### src/design/cdt_pkg.sv
// ----------------------------------------------------------------------------
// cdt_pkg
// Shared types and constants of the countdown timer pool: command and result
// transactions, slot modes and the layout of one slot entry in memory.
// ----------------------------------------------------------------------------
package cdt_pkg;

  localparam int unsigned NUM_TIMERS_DEF = 16;
  localparam int unsigned MAX_RESULTS    = 16;

  localparam logic [2:0] FUNC_TICK    = 3'd0;
  localparam logic [2:0] FUNC_START   = 3'd1;
  localparam logic [2:0] FUNC_RESTART = 3'd2;
  localparam logic [2:0] FUNC_STOP    = 3'd3;
  localparam logic [2:0] FUNC_PAUSE   = 3'd4;
  localparam logic [2:0] FUNC_RESUME  = 3'd5;

  localparam logic EVENT_START_REPLY = 1'b0;
  localparam logic EVENT_EXPIRED     = 1'b1;

  typedef enum logic [1:0] {
    MODE_INACTIVE = 2'd0,
    MODE_RUNNING  = 2'd1,
    MODE_PAUSED   = 2'd2,
    MODE_FINISHED = 2'd3
  } mode_e;

  typedef struct packed {
    logic [2:0]  func;
    logic [31:0] elapsed_ms;
    logic [31:0] duration_ms;
    logic        notify;
    logic [7:0]  slot;
  } cmd_t;

  typedef struct packed {
    logic       event_kind;
    logic [3:0] slot_index;
    logic       start_ok;
    logic       last;
  } result_t;

  typedef struct packed {
    mode_e       mode;
    logic [31:0] time_left;
    logic [31:0] reload_value;
    logic        report_enable;
  } entry_t;

endpackage

### src/design/cdt_ram.sv
// ----------------------------------------------------------------------------
// cdt_ram
// Generic simple dual-port RAM: one write port and one read port with a
// registered read.
// ----------------------------------------------------------------------------
module cdt_ram #(
  parameter int unsigned Width = 8,
  parameter int unsigned Depth = 16,
  localparam int unsigned AddrW = (Depth > 1) ? $clog2(Depth) : 1
) (
  input  logic             clk_i,
  input  logic             wr_en_i,
  input  logic [AddrW-1:0] wr_addr_i,
  input  logic [Width-1:0] wr_data_i,
  input  logic             rd_en_i,
  input  logic [AddrW-1:0] rd_addr_i,
  output logic [Width-1:0] rd_data_o
);

  logic [Width-1:0] mem_q [Depth];
  logic [Width-1:0] rd_data_q;

  always_ff @(posedge clk_i) begin
    if (wr_en_i) begin
      mem_q[wr_addr_i] <= wr_data_i;
    end
    if (rd_en_i) begin
      rd_data_q <= mem_q[rd_addr_i];
    end
  end

  assign rd_data_o = rd_data_q;

endmodule

### src/design/countdown_timer_pool.sv
// ----------------------------------------------------------------------------
// countdown_timer_pool
// A pool of countdown timers kept in one slot memory, driven by software
// commands and periodic ticks.
// ----------------------------------------------------------------------------
// A command transaction is taken when start is high and busy is low. A tick
// keeps busy high while every slot is read once through the single read port
// of the slot memory and written back in the cycle after, followed by the
// final report in ST_TICK_END. A start scans the in-use flags one slot per
// cycle and stays busy until it finds a free slot or has inspected the last
// one. Restart, pause and resume with a slot in range are busy only in ST_SLOT;
// a stop, an unused function code or a slot out of range never raises busy.
// Each result is shown for exactly one cycle on result_o, marked by
// result_valid_o, and must be taken then, since the receiver cannot stall
// the block. Expiry results come in slot order, at most one per cycle.
module countdown_timer_pool #(
  parameter int unsigned NumTimers = cdt_pkg::NUM_TIMERS_DEF
) (
  input  logic             clk_i,
  input  logic             rst_ni,
  input  logic             start,
  output logic             busy,
  input  cdt_pkg::cmd_t    cmd_i,
  output logic             result_valid_o,
  output cdt_pkg::result_t result_o
);

  import cdt_pkg::*;

  localparam int unsigned SlotW = (NumTimers > 1) ? $clog2(NumTimers) : 1;
  localparam int unsigned CntW  = $clog2(NumTimers + 1);
  localparam int unsigned RepW  = $clog2(MAX_RESULTS + 1);
  localparam int unsigned EntW  = $bits(entry_t);

  typedef enum logic [2:0] {
    ST_IDLE,
    ST_SCAN,
    ST_TICK,
    ST_TICK_END,
    ST_SLOT
  } state_e;

  function automatic logic [3:0] to_index(logic [SlotW-1:0] idx);
    logic [7:0] wide;
    wide = 8'(idx);
    return wide[3:0];
  endfunction

  state_e               state_q, state_d;
  logic [CntW-1:0]      cnt_q, cnt_d;
  cmd_t                 cmd_q, cmd_d;
  logic                 proc_live_q, proc_live_d;
  logic [SlotW-1:0]     proc_idx_q, proc_idx_d;
  logic [RepW-1:0]      rep_cnt_q, rep_cnt_d;
  logic                 pend_vld_q, pend_vld_d;
  logic [SlotW-1:0]     pend_idx_q, pend_idx_d;
  logic [NumTimers-1:0] valid_q, valid_d;
  logic                 res_vld_q, res_vld_d;
  result_t              res_q, res_d;

  logic                 wr_en;
  logic [SlotW-1:0]     wr_addr;
  entry_t               wr_data;
  logic                 rd_en;
  logic [SlotW-1:0]     rd_addr;
  logic [EntW-1:0]      rd_data;
  entry_t               ent;
  logic [SlotW-1:0]     ent_idx;
  logic [SlotW-1:0]     scan_idx;
  logic                 slot_in_range;

  cdt_ram #(
    .Width (EntW),
    .Depth (NumTimers)
  ) u_slot_ram (
    .clk_i     (clk_i),
    .wr_en_i   (wr_en),
    .wr_addr_i (wr_addr),
    .wr_data_i (wr_data),
    .rd_en_i   (rd_en),
    .rd_addr_i (rd_addr),
    .rd_data_o (rd_data)
  );

  assign busy          = (state_q != ST_IDLE);
  assign scan_idx      = cnt_q[SlotW-1:0];
  assign slot_in_range = ({1'b0, cmd_i.slot} < 9'(NumTimers));
  assign ent_idx       = (state_q == ST_SLOT) ? cmd_q.slot[SlotW-1:0] : proc_idx_q;
  assign ent           = valid_q[ent_idx] ? entry_t'(rd_data) : entry_t'('0);

  always_comb begin
    state_d     = state_q;
    cnt_d       = cnt_q;
    cmd_d       = cmd_q;
    proc_live_d = proc_live_q;
    proc_idx_d  = proc_idx_q;
    rep_cnt_d   = rep_cnt_q;
    pend_vld_d  = pend_vld_q;
    pend_idx_d  = pend_idx_q;
    valid_d     = valid_q;
    res_vld_d   = 1'b0;
    res_d       = res_q;
    wr_en       = 1'b0;
    wr_addr     = ent_idx;
    wr_data     = ent;
    rd_en       = 1'b0;
    rd_addr     = cmd_i.slot[SlotW-1:0];

    case (state_q)
      ST_IDLE: begin
        if (start) begin
          cmd_d = cmd_i;
          case (cmd_i.func)
            FUNC_TICK: begin
              state_d     = ST_TICK;
              cnt_d       = '0;
              proc_live_d = 1'b0;
              rep_cnt_d   = '0;
              pend_vld_d  = 1'b0;
            end
            FUNC_START: begin
              state_d = ST_SCAN;
              cnt_d   = '0;
            end
            FUNC_STOP: begin
              if (slot_in_range) begin
                valid_d[cmd_i.slot[SlotW-1:0]] = 1'b0;
              end
            end
            FUNC_RESTART, FUNC_PAUSE, FUNC_RESUME: begin
              if (slot_in_range) begin
                rd_en   = 1'b1;
                state_d = ST_SLOT;
              end
            end
            default: begin
            end
          endcase
        end
      end

      ST_SCAN: begin
        if (!valid_q[scan_idx]) begin
          wr_en                 = 1'b1;
          wr_addr               = scan_idx;
          wr_data.mode          = MODE_RUNNING;
          wr_data.time_left     = cmd_q.duration_ms;
          wr_data.reload_value  = cmd_q.duration_ms;
          wr_data.report_enable = cmd_q.notify;
          valid_d[scan_idx]     = 1'b1;
          res_vld_d             = 1'b1;
          res_d                 = '{EVENT_START_REPLY, to_index(scan_idx), 1'b1, 1'b1};
          state_d               = ST_IDLE;
        end else if (cnt_q == CntW'(NumTimers - 1)) begin
          res_vld_d = 1'b1;
          res_d     = '{EVENT_START_REPLY, 4'd0, 1'b0, 1'b1};
          state_d   = ST_IDLE;
        end else begin
          cnt_d = cnt_q + 1'b1;
        end
      end

      ST_TICK: begin
        if (cnt_q < CntW'(NumTimers)) begin
          rd_en       = 1'b1;
          rd_addr     = scan_idx;
          proc_live_d = 1'b1;
          proc_idx_d  = scan_idx;
          cnt_d       = cnt_q + 1'b1;
        end else begin
          proc_live_d = 1'b0;
          state_d     = ST_TICK_END;
        end
        if (proc_live_q) begin
          case (ent.mode)
            MODE_FINISHED: begin
              valid_d[proc_idx_q] = 1'b0;
            end
            MODE_RUNNING: begin
              wr_en = 1'b1;
              if (cmd_q.elapsed_ms >= ent.time_left) begin
                wr_data.mode      = MODE_FINISHED;
                wr_data.time_left = '0;
                if (ent.report_enable && (rep_cnt_q < RepW'(MAX_RESULTS))) begin
                  if (pend_vld_q) begin
                    res_vld_d = 1'b1;
                    res_d     = '{EVENT_EXPIRED, to_index(pend_idx_q), 1'b0, 1'b0};
                  end
                  pend_vld_d = 1'b1;
                  pend_idx_d = proc_idx_q;
                  rep_cnt_d  = rep_cnt_q + 1'b1;
                end
              end else begin
                wr_data.time_left = ent.time_left - cmd_q.elapsed_ms;
              end
            end
            default: begin
            end
          endcase
        end
      end

      ST_TICK_END: begin
        if (pend_vld_q) begin
          res_vld_d = 1'b1;
          res_d     = '{EVENT_EXPIRED, to_index(pend_idx_q), 1'b0, 1'b1};
        end
        pend_vld_d = 1'b0;
        state_d    = ST_IDLE;
      end

      ST_SLOT: begin
        case (cmd_q.func)
          FUNC_RESTART: begin
            if (ent.mode != MODE_INACTIVE) begin
              wr_en             = 1'b1;
              wr_data.mode      = MODE_RUNNING;
              wr_data.time_left = ent.reload_value;
            end
          end
          FUNC_PAUSE: begin
            if (ent.mode == MODE_RUNNING) begin
              wr_en        = 1'b1;
              wr_data.mode = MODE_PAUSED;
            end
          end
          FUNC_RESUME: begin
            if (ent.mode == MODE_PAUSED) begin
              wr_en        = 1'b1;
              wr_data.mode = MODE_RUNNING;
            end
          end
          default: begin
          end
        endcase
        state_d = ST_IDLE;
      end

      default: begin
        state_d = ST_IDLE;
      end
    endcase
  end

  always_ff @(posedge clk_i or negedge rst_ni) begin
    if (!rst_ni) begin
      state_q     <= ST_IDLE;
      cnt_q       <= '0;
      cmd_q       <= '0;
      proc_live_q <= 1'b0;
      proc_idx_q  <= '0;
      rep_cnt_q   <= '0;
      pend_vld_q  <= 1'b0;
      pend_idx_q  <= '0;
      valid_q     <= '0;
      res_vld_q   <= 1'b0;
      res_q       <= '0;
    end else begin
      state_q     <= state_d;
      cnt_q       <= cnt_d;
      cmd_q       <= cmd_d;
      proc_live_q <= proc_live_d;
      proc_idx_q  <= proc_idx_d;
      rep_cnt_q   <= rep_cnt_d;
      pend_vld_q  <= pend_vld_d;
      pend_idx_q  <= pend_idx_d;
      valid_q     <= valid_d;
      res_vld_q   <= res_vld_d;
      res_q       <= res_d;
    end
  end

  assign result_valid_o = res_vld_q;
  assign result_o       = res_q;

endmodule

### config.mk
export PLATFORM = sky130hd
export DESIGN_NAME = countdown_timer_pool
export DESIGN_NICKNAME = d
export VERILOG_FILES = /design/src/design/cdt_pkg.sv /design/src/design/cdt_ram.sv /design/src/design/countdown_timer_pool.sv
export SDC_FILE = /design/constraint.sdc
export NUM_CORES = 2
export LEC_CHECK = 0
export ABC_AREA = 1
export BUFFER_PORTS_ARGS = -buffer_cell sky130_fd_sc_hd__buf_2
export CAP_MARGIN = 20
export CORE_MARGIN = 5
export CORE_UTILIZATION = 55
export DETAILED_ROUTE_END_ITERATION = 8
export PLACE_DENSITY = 0.71
export SYNTH_ARGS = -nofsm -noshare
export SYNTH_HDL_FRONTEND = slang
export SYNTH_SLANG_ARGS = --single-unit
### constraint.sdc
create_clock -name clk_i -period 16.31 [get_ports clk_i]
set_input_delay 1.631 -clock clk_i [delete_from_list [all_inputs] [get_ports clk_i]]
set_output_delay 1.631 -clock clk_i [all_outputs]
set_load 0.02 [all_outputs]
==> metrics.txt <==
outcome finished, violations left; failing checks slew limit; post-cts gate resize count 0; Post-synth top flop edfxtp_1; fin crit share 0.398; layout cell share with drive strength beyond 1 0.0954; # hold bufs at CTS 0; post-synthesis register bit count 1258; startpoint types register; setup tns final 0 ns; final hold violations 0; Worst Tran Pin Value 1.59 ns; Sw Share 0.382; syn_nets 5145; Lkg Pwr between 20 and 25 nW; clk buf depth 3; Nets 5195; DRT Pass-1 Iters 6; placed inst area 57400 um2; Max FO, Critical Path 64; Syn Area/Cell between 10 and 15 um2; Worst R2R Path Depth 26; Vias a little under 40000; Detailed Route WL 149000 um; Final min period 6.49 ns; pwr dens 200 nW/um2; wire per inst 22.9 um; Rel. slew slack -0.0611; Clock transition at path regs 0.06 ns; first-pass GRT wire length around 220000 um; FF-to-FF Start state_q[1]$_DFFE_PN0P_; Async SR Flop Fraction 0.0946; GP Congestion about 0.93; Post-synth EDFFs around 1100; overall power 12.4 mW; sequential power share 0.394; Port Buffer Count 87; die height 327 um; switching pwr roughly 4.7 mW; clock share of power 0.242; FMAX 154 MHz; initial antenna violation count 0; hold path cells 2; post-route ant nets 0; Ys Warns 0; RSZ-0062 raised after global routing no; vias per inst 5.93; setup violators final 0; I/O pin count 88; clock sinks 1258; skew final 0.0246 ns; die width 327 um; number of remaining DRC errors 0; R2R setup slack between 9 and 10 ns; cts bufs inserted 133; Cell Int Power 7.66 mW; dpl hpwl 85700 um; Layout fillers 7616; GRT Resource Usage Total 0.271; Layout area overhead 11.6%; sequential area share after synthesis 0.671; Tightest Hold Check Type register to register; Setup Buffers After CTS 0; full die area 107000 um2; CTS tree done; design area about 62000 um2; end point of the critical path u_slot_ram.mem_q[12][43]$_DFFE_PP_; Antenna Cells 0; Initial Utilization 0.554; Clock Latency Late Sink 0.76 ns; worst endpoint required time 16.56 ns; launch point of the worst path state_q[1]$_DFFE_PN0P_; drt initial violations 5078; Syn Std Cell Area 55400 um2; max cap viols 0; vias in the first global route approximately 36000; reg-to-reg endpoint u_slot_ram.mem_q[12][43]$_DFFE_PP_; Post-Syn Instances 5028; GR Overflow Total 0; H-tree depth 4; combinational share of power 0.364; Worst VDD drop roughly 0.2 mV; Arrival @ worst endpoint 6.74 ns; clock root buffer master clkbuf_16; largest net degree at the start of global routing between 200 and 300; row count 116; core area between 100000 and 150000 um2; Slew Limit Fails 84; Setup Crit Path Kind register to register; CP endpoint kind register; unique cell type count in the Yosys netlist 58
==> cell usage after synthesis (all sizes together), types with 2 or more instances <==
master | number | area, um2
o221ai | 131 | 1150
a32oi | 4 | 35.0
inv | 728 | 2730
a21boi | 24 | 180
o21bai | 4 | 30.0
clkbuf | 210 | 788
nand4 | 27 | 175
clkinv | 5 | 20.0
nand2 | 743 | 2840
ha | 37 | 463
nor3 | 35 | 175
buf | 75 | 358
xor2 | 9 | 78.8
xnor2 | 15 | 131
o31ai | 2 | 15.0
o211ai | 13 | 97.6
o22ai | 5 | 31.3
mux2 | 35 | 394
a31oi | 13 | 81.3
a21o | 2 | 15.0
dfrtp | 119 | 2980
o32a | 2 | 20.0
nor4 | 9 | 56.3
o21ai | 677 | 3440
o21a | 18 | 135
a21oi | 665 | 3340
a2111oi | 2 | 17.5
and3 | 2 | 12.5
edfxtp | 1139 | 34200
nand3 | 90 | 493
nor2 | 146 | 571
a211oi | 4 | 30.0
nand3b | 5 | 37.5
a221oi | 21 | 184
o311ai | 5 | 43.8
==> critical path: stages, from the launching register on <==
cell and delay [ns]:
dfrtp_1 0.46, nor2_4 0.09, nand2_4 0.38, nand2_2 0.24, nand2_4 0.15, nand2_1 0.07, nand3_1 0.07, nand3_1 0.08
nand3_2 0.11, nand2_2 0.11, inv_2 0.06, buf_4 0.67, nand2_1 0.21, inv_1 0.18, ha_1 0.32, a21oi_1 0.23
inv_1 0.06, a31oi_1 0.19, o21ai_0 0.15, nand3_1 0.10, nand2_1 0.05, a2111oi_0 0.62, nand2_4 0.15, nand3_4 0.35
o21ai_0 0.16, nand2_1 0.08, nand4_1 0.57
==> cell usage in the layout (no fill, tap or decap), types with 29 or more instances in the layout <==
| cell | Yosys | final |
|---|---|---|
| o21ai_0 | 657 | 656 |
| clkinv_1 | 4 | 30 |
| edfxtp_1 | 1139 | 1139 |
| ha_1 | 37 | 37 |
| nand2_1 | 731 | 730 |
| dfrtp_1 | 119 | 119 |
| a21oi_1 | 663 | 662 |
| buf_4 | 0 | 106 |
| mux2_2 | 35 | 35 |
| clkbuf_16 | 0 | 136 |
| clkbuf_1 | 210 | 29 |
| nand3_1 | 83 | 83 |
| o221ai_1 | 130 | 130 |
| buf_2 | 43 | 86 |
| inv_1 | 725 | 724 |
| nor3_1 | 35 | 34 |
| nor2_1 | 141 | 122 |
==> routing by layer <==
metal	vias up	global-route usage	part of all wire
met1	18500	0.382	0.41
li1	17800	-	-
met3	330	0.0516	0.092
met5	-	0	0
met2	1901	0.429	0.47
met4	0	0.0944	0.036
==> through the flow <==
| stage | hold WS, ns | utilization | setup WS (ns) | cells |
|---|---|---|---|---|
| 2_1_floorplan | 0.437 | - | 8.87 | 5028 |
| 3_3_place_gp | 0.458 | 0.574 | 10.14 | 6229 |
| 3_5_place_dp | 0.468 | 0.574 | 10.02 | 6232 |
| 4_1_cts | 0.482 | 0.618 | 9.95 | 6476 |
| 5_1_grt | 0.500 | 0.619 | 9.38 | 6485 |
| 6_report | 0.481 | 0.619 | 9.82 | 6485 |
==> how the worst min path moves through the flow <==
stage,startpoint,slack (ns),to
after floorplan,pend_vld_q$_DFFE_PN0P_,0.44,pend_vld_q$_DFFE_PN0P_
after global placement,pend_vld_q$_DFFE_PN0P_,0.46,pend_vld_q$_DFFE_PN0P_
after detailed placement,result_o[5]$_DFFE_PN0P_,0.47,result_o[5]$_DFFE_PN0P_
after CTS,result_o[5]$_DFFE_PN0P_,0.48,result_o[5]$_DFFE_PN0P_
after global routing,result_o[4]$_DFFE_PN0P_,0.50,result_o[4]$_DFFE_PN0P_
final,result_o[4]$_DFFE_PN0P_,0.48,result_o[4]$_DFFE_PN0P_
==> cells by family (layout without fill, tap and decap cells) <==
logic type               count (synthesis)  after routing  share of synthesized area
AO/OA/AOI/OAI                         1596           1596                      0.160
flip-flops                            1258           1258                      0.671
AND/OR/NAND/NOR                       1059           1059                     0.0790
buffers and inverters                 1018           1177                     0.0703
adder cells (fa/ha/maj)                 38             38                    0.00871
multiplexers                            35             35                    0.00711
XOR/XNOR                                24             24                    0.00379
==> cell type report <==
class                      instances  area, um2  area share
clock inverter                    74        779      0.0126
inverter                         733       2760      0.0446
sequential                      1258      37200       0.601
tap                             1298       1620      0.0263
timing repair buffer             200       1390      0.0224
clock buffer                     170       3580      0.0579
multi-input combinational       2752      14500       0.235
==> power groups by stage <==
stage                     clock network [mW]  registers, mW  logic [mW]
after detailed placement                   0           4.95        4.36
after global routing                    3.17           4.90        4.90
after CTS                               3.02           4.89        4.38
after floorplan                            0           4.92        2.80
final                                   3.00           4.88        4.51
after global placement                     0           4.95        4.28
==> flip-flops by register name (all words and copies together) (netlist names), 3 cells and up <==
name                  cells
u_slot_ram.mem_q       1072
cmd_q                    72
u_slot_ram.rd_data_o     67
valid_q                  16
result_o                  7
cnt_q                     5
rep_cnt_q                 5
pend_idx_q                4
proc_idx_q                4
state_q                   3
Power figures use the tool's default switching activity.
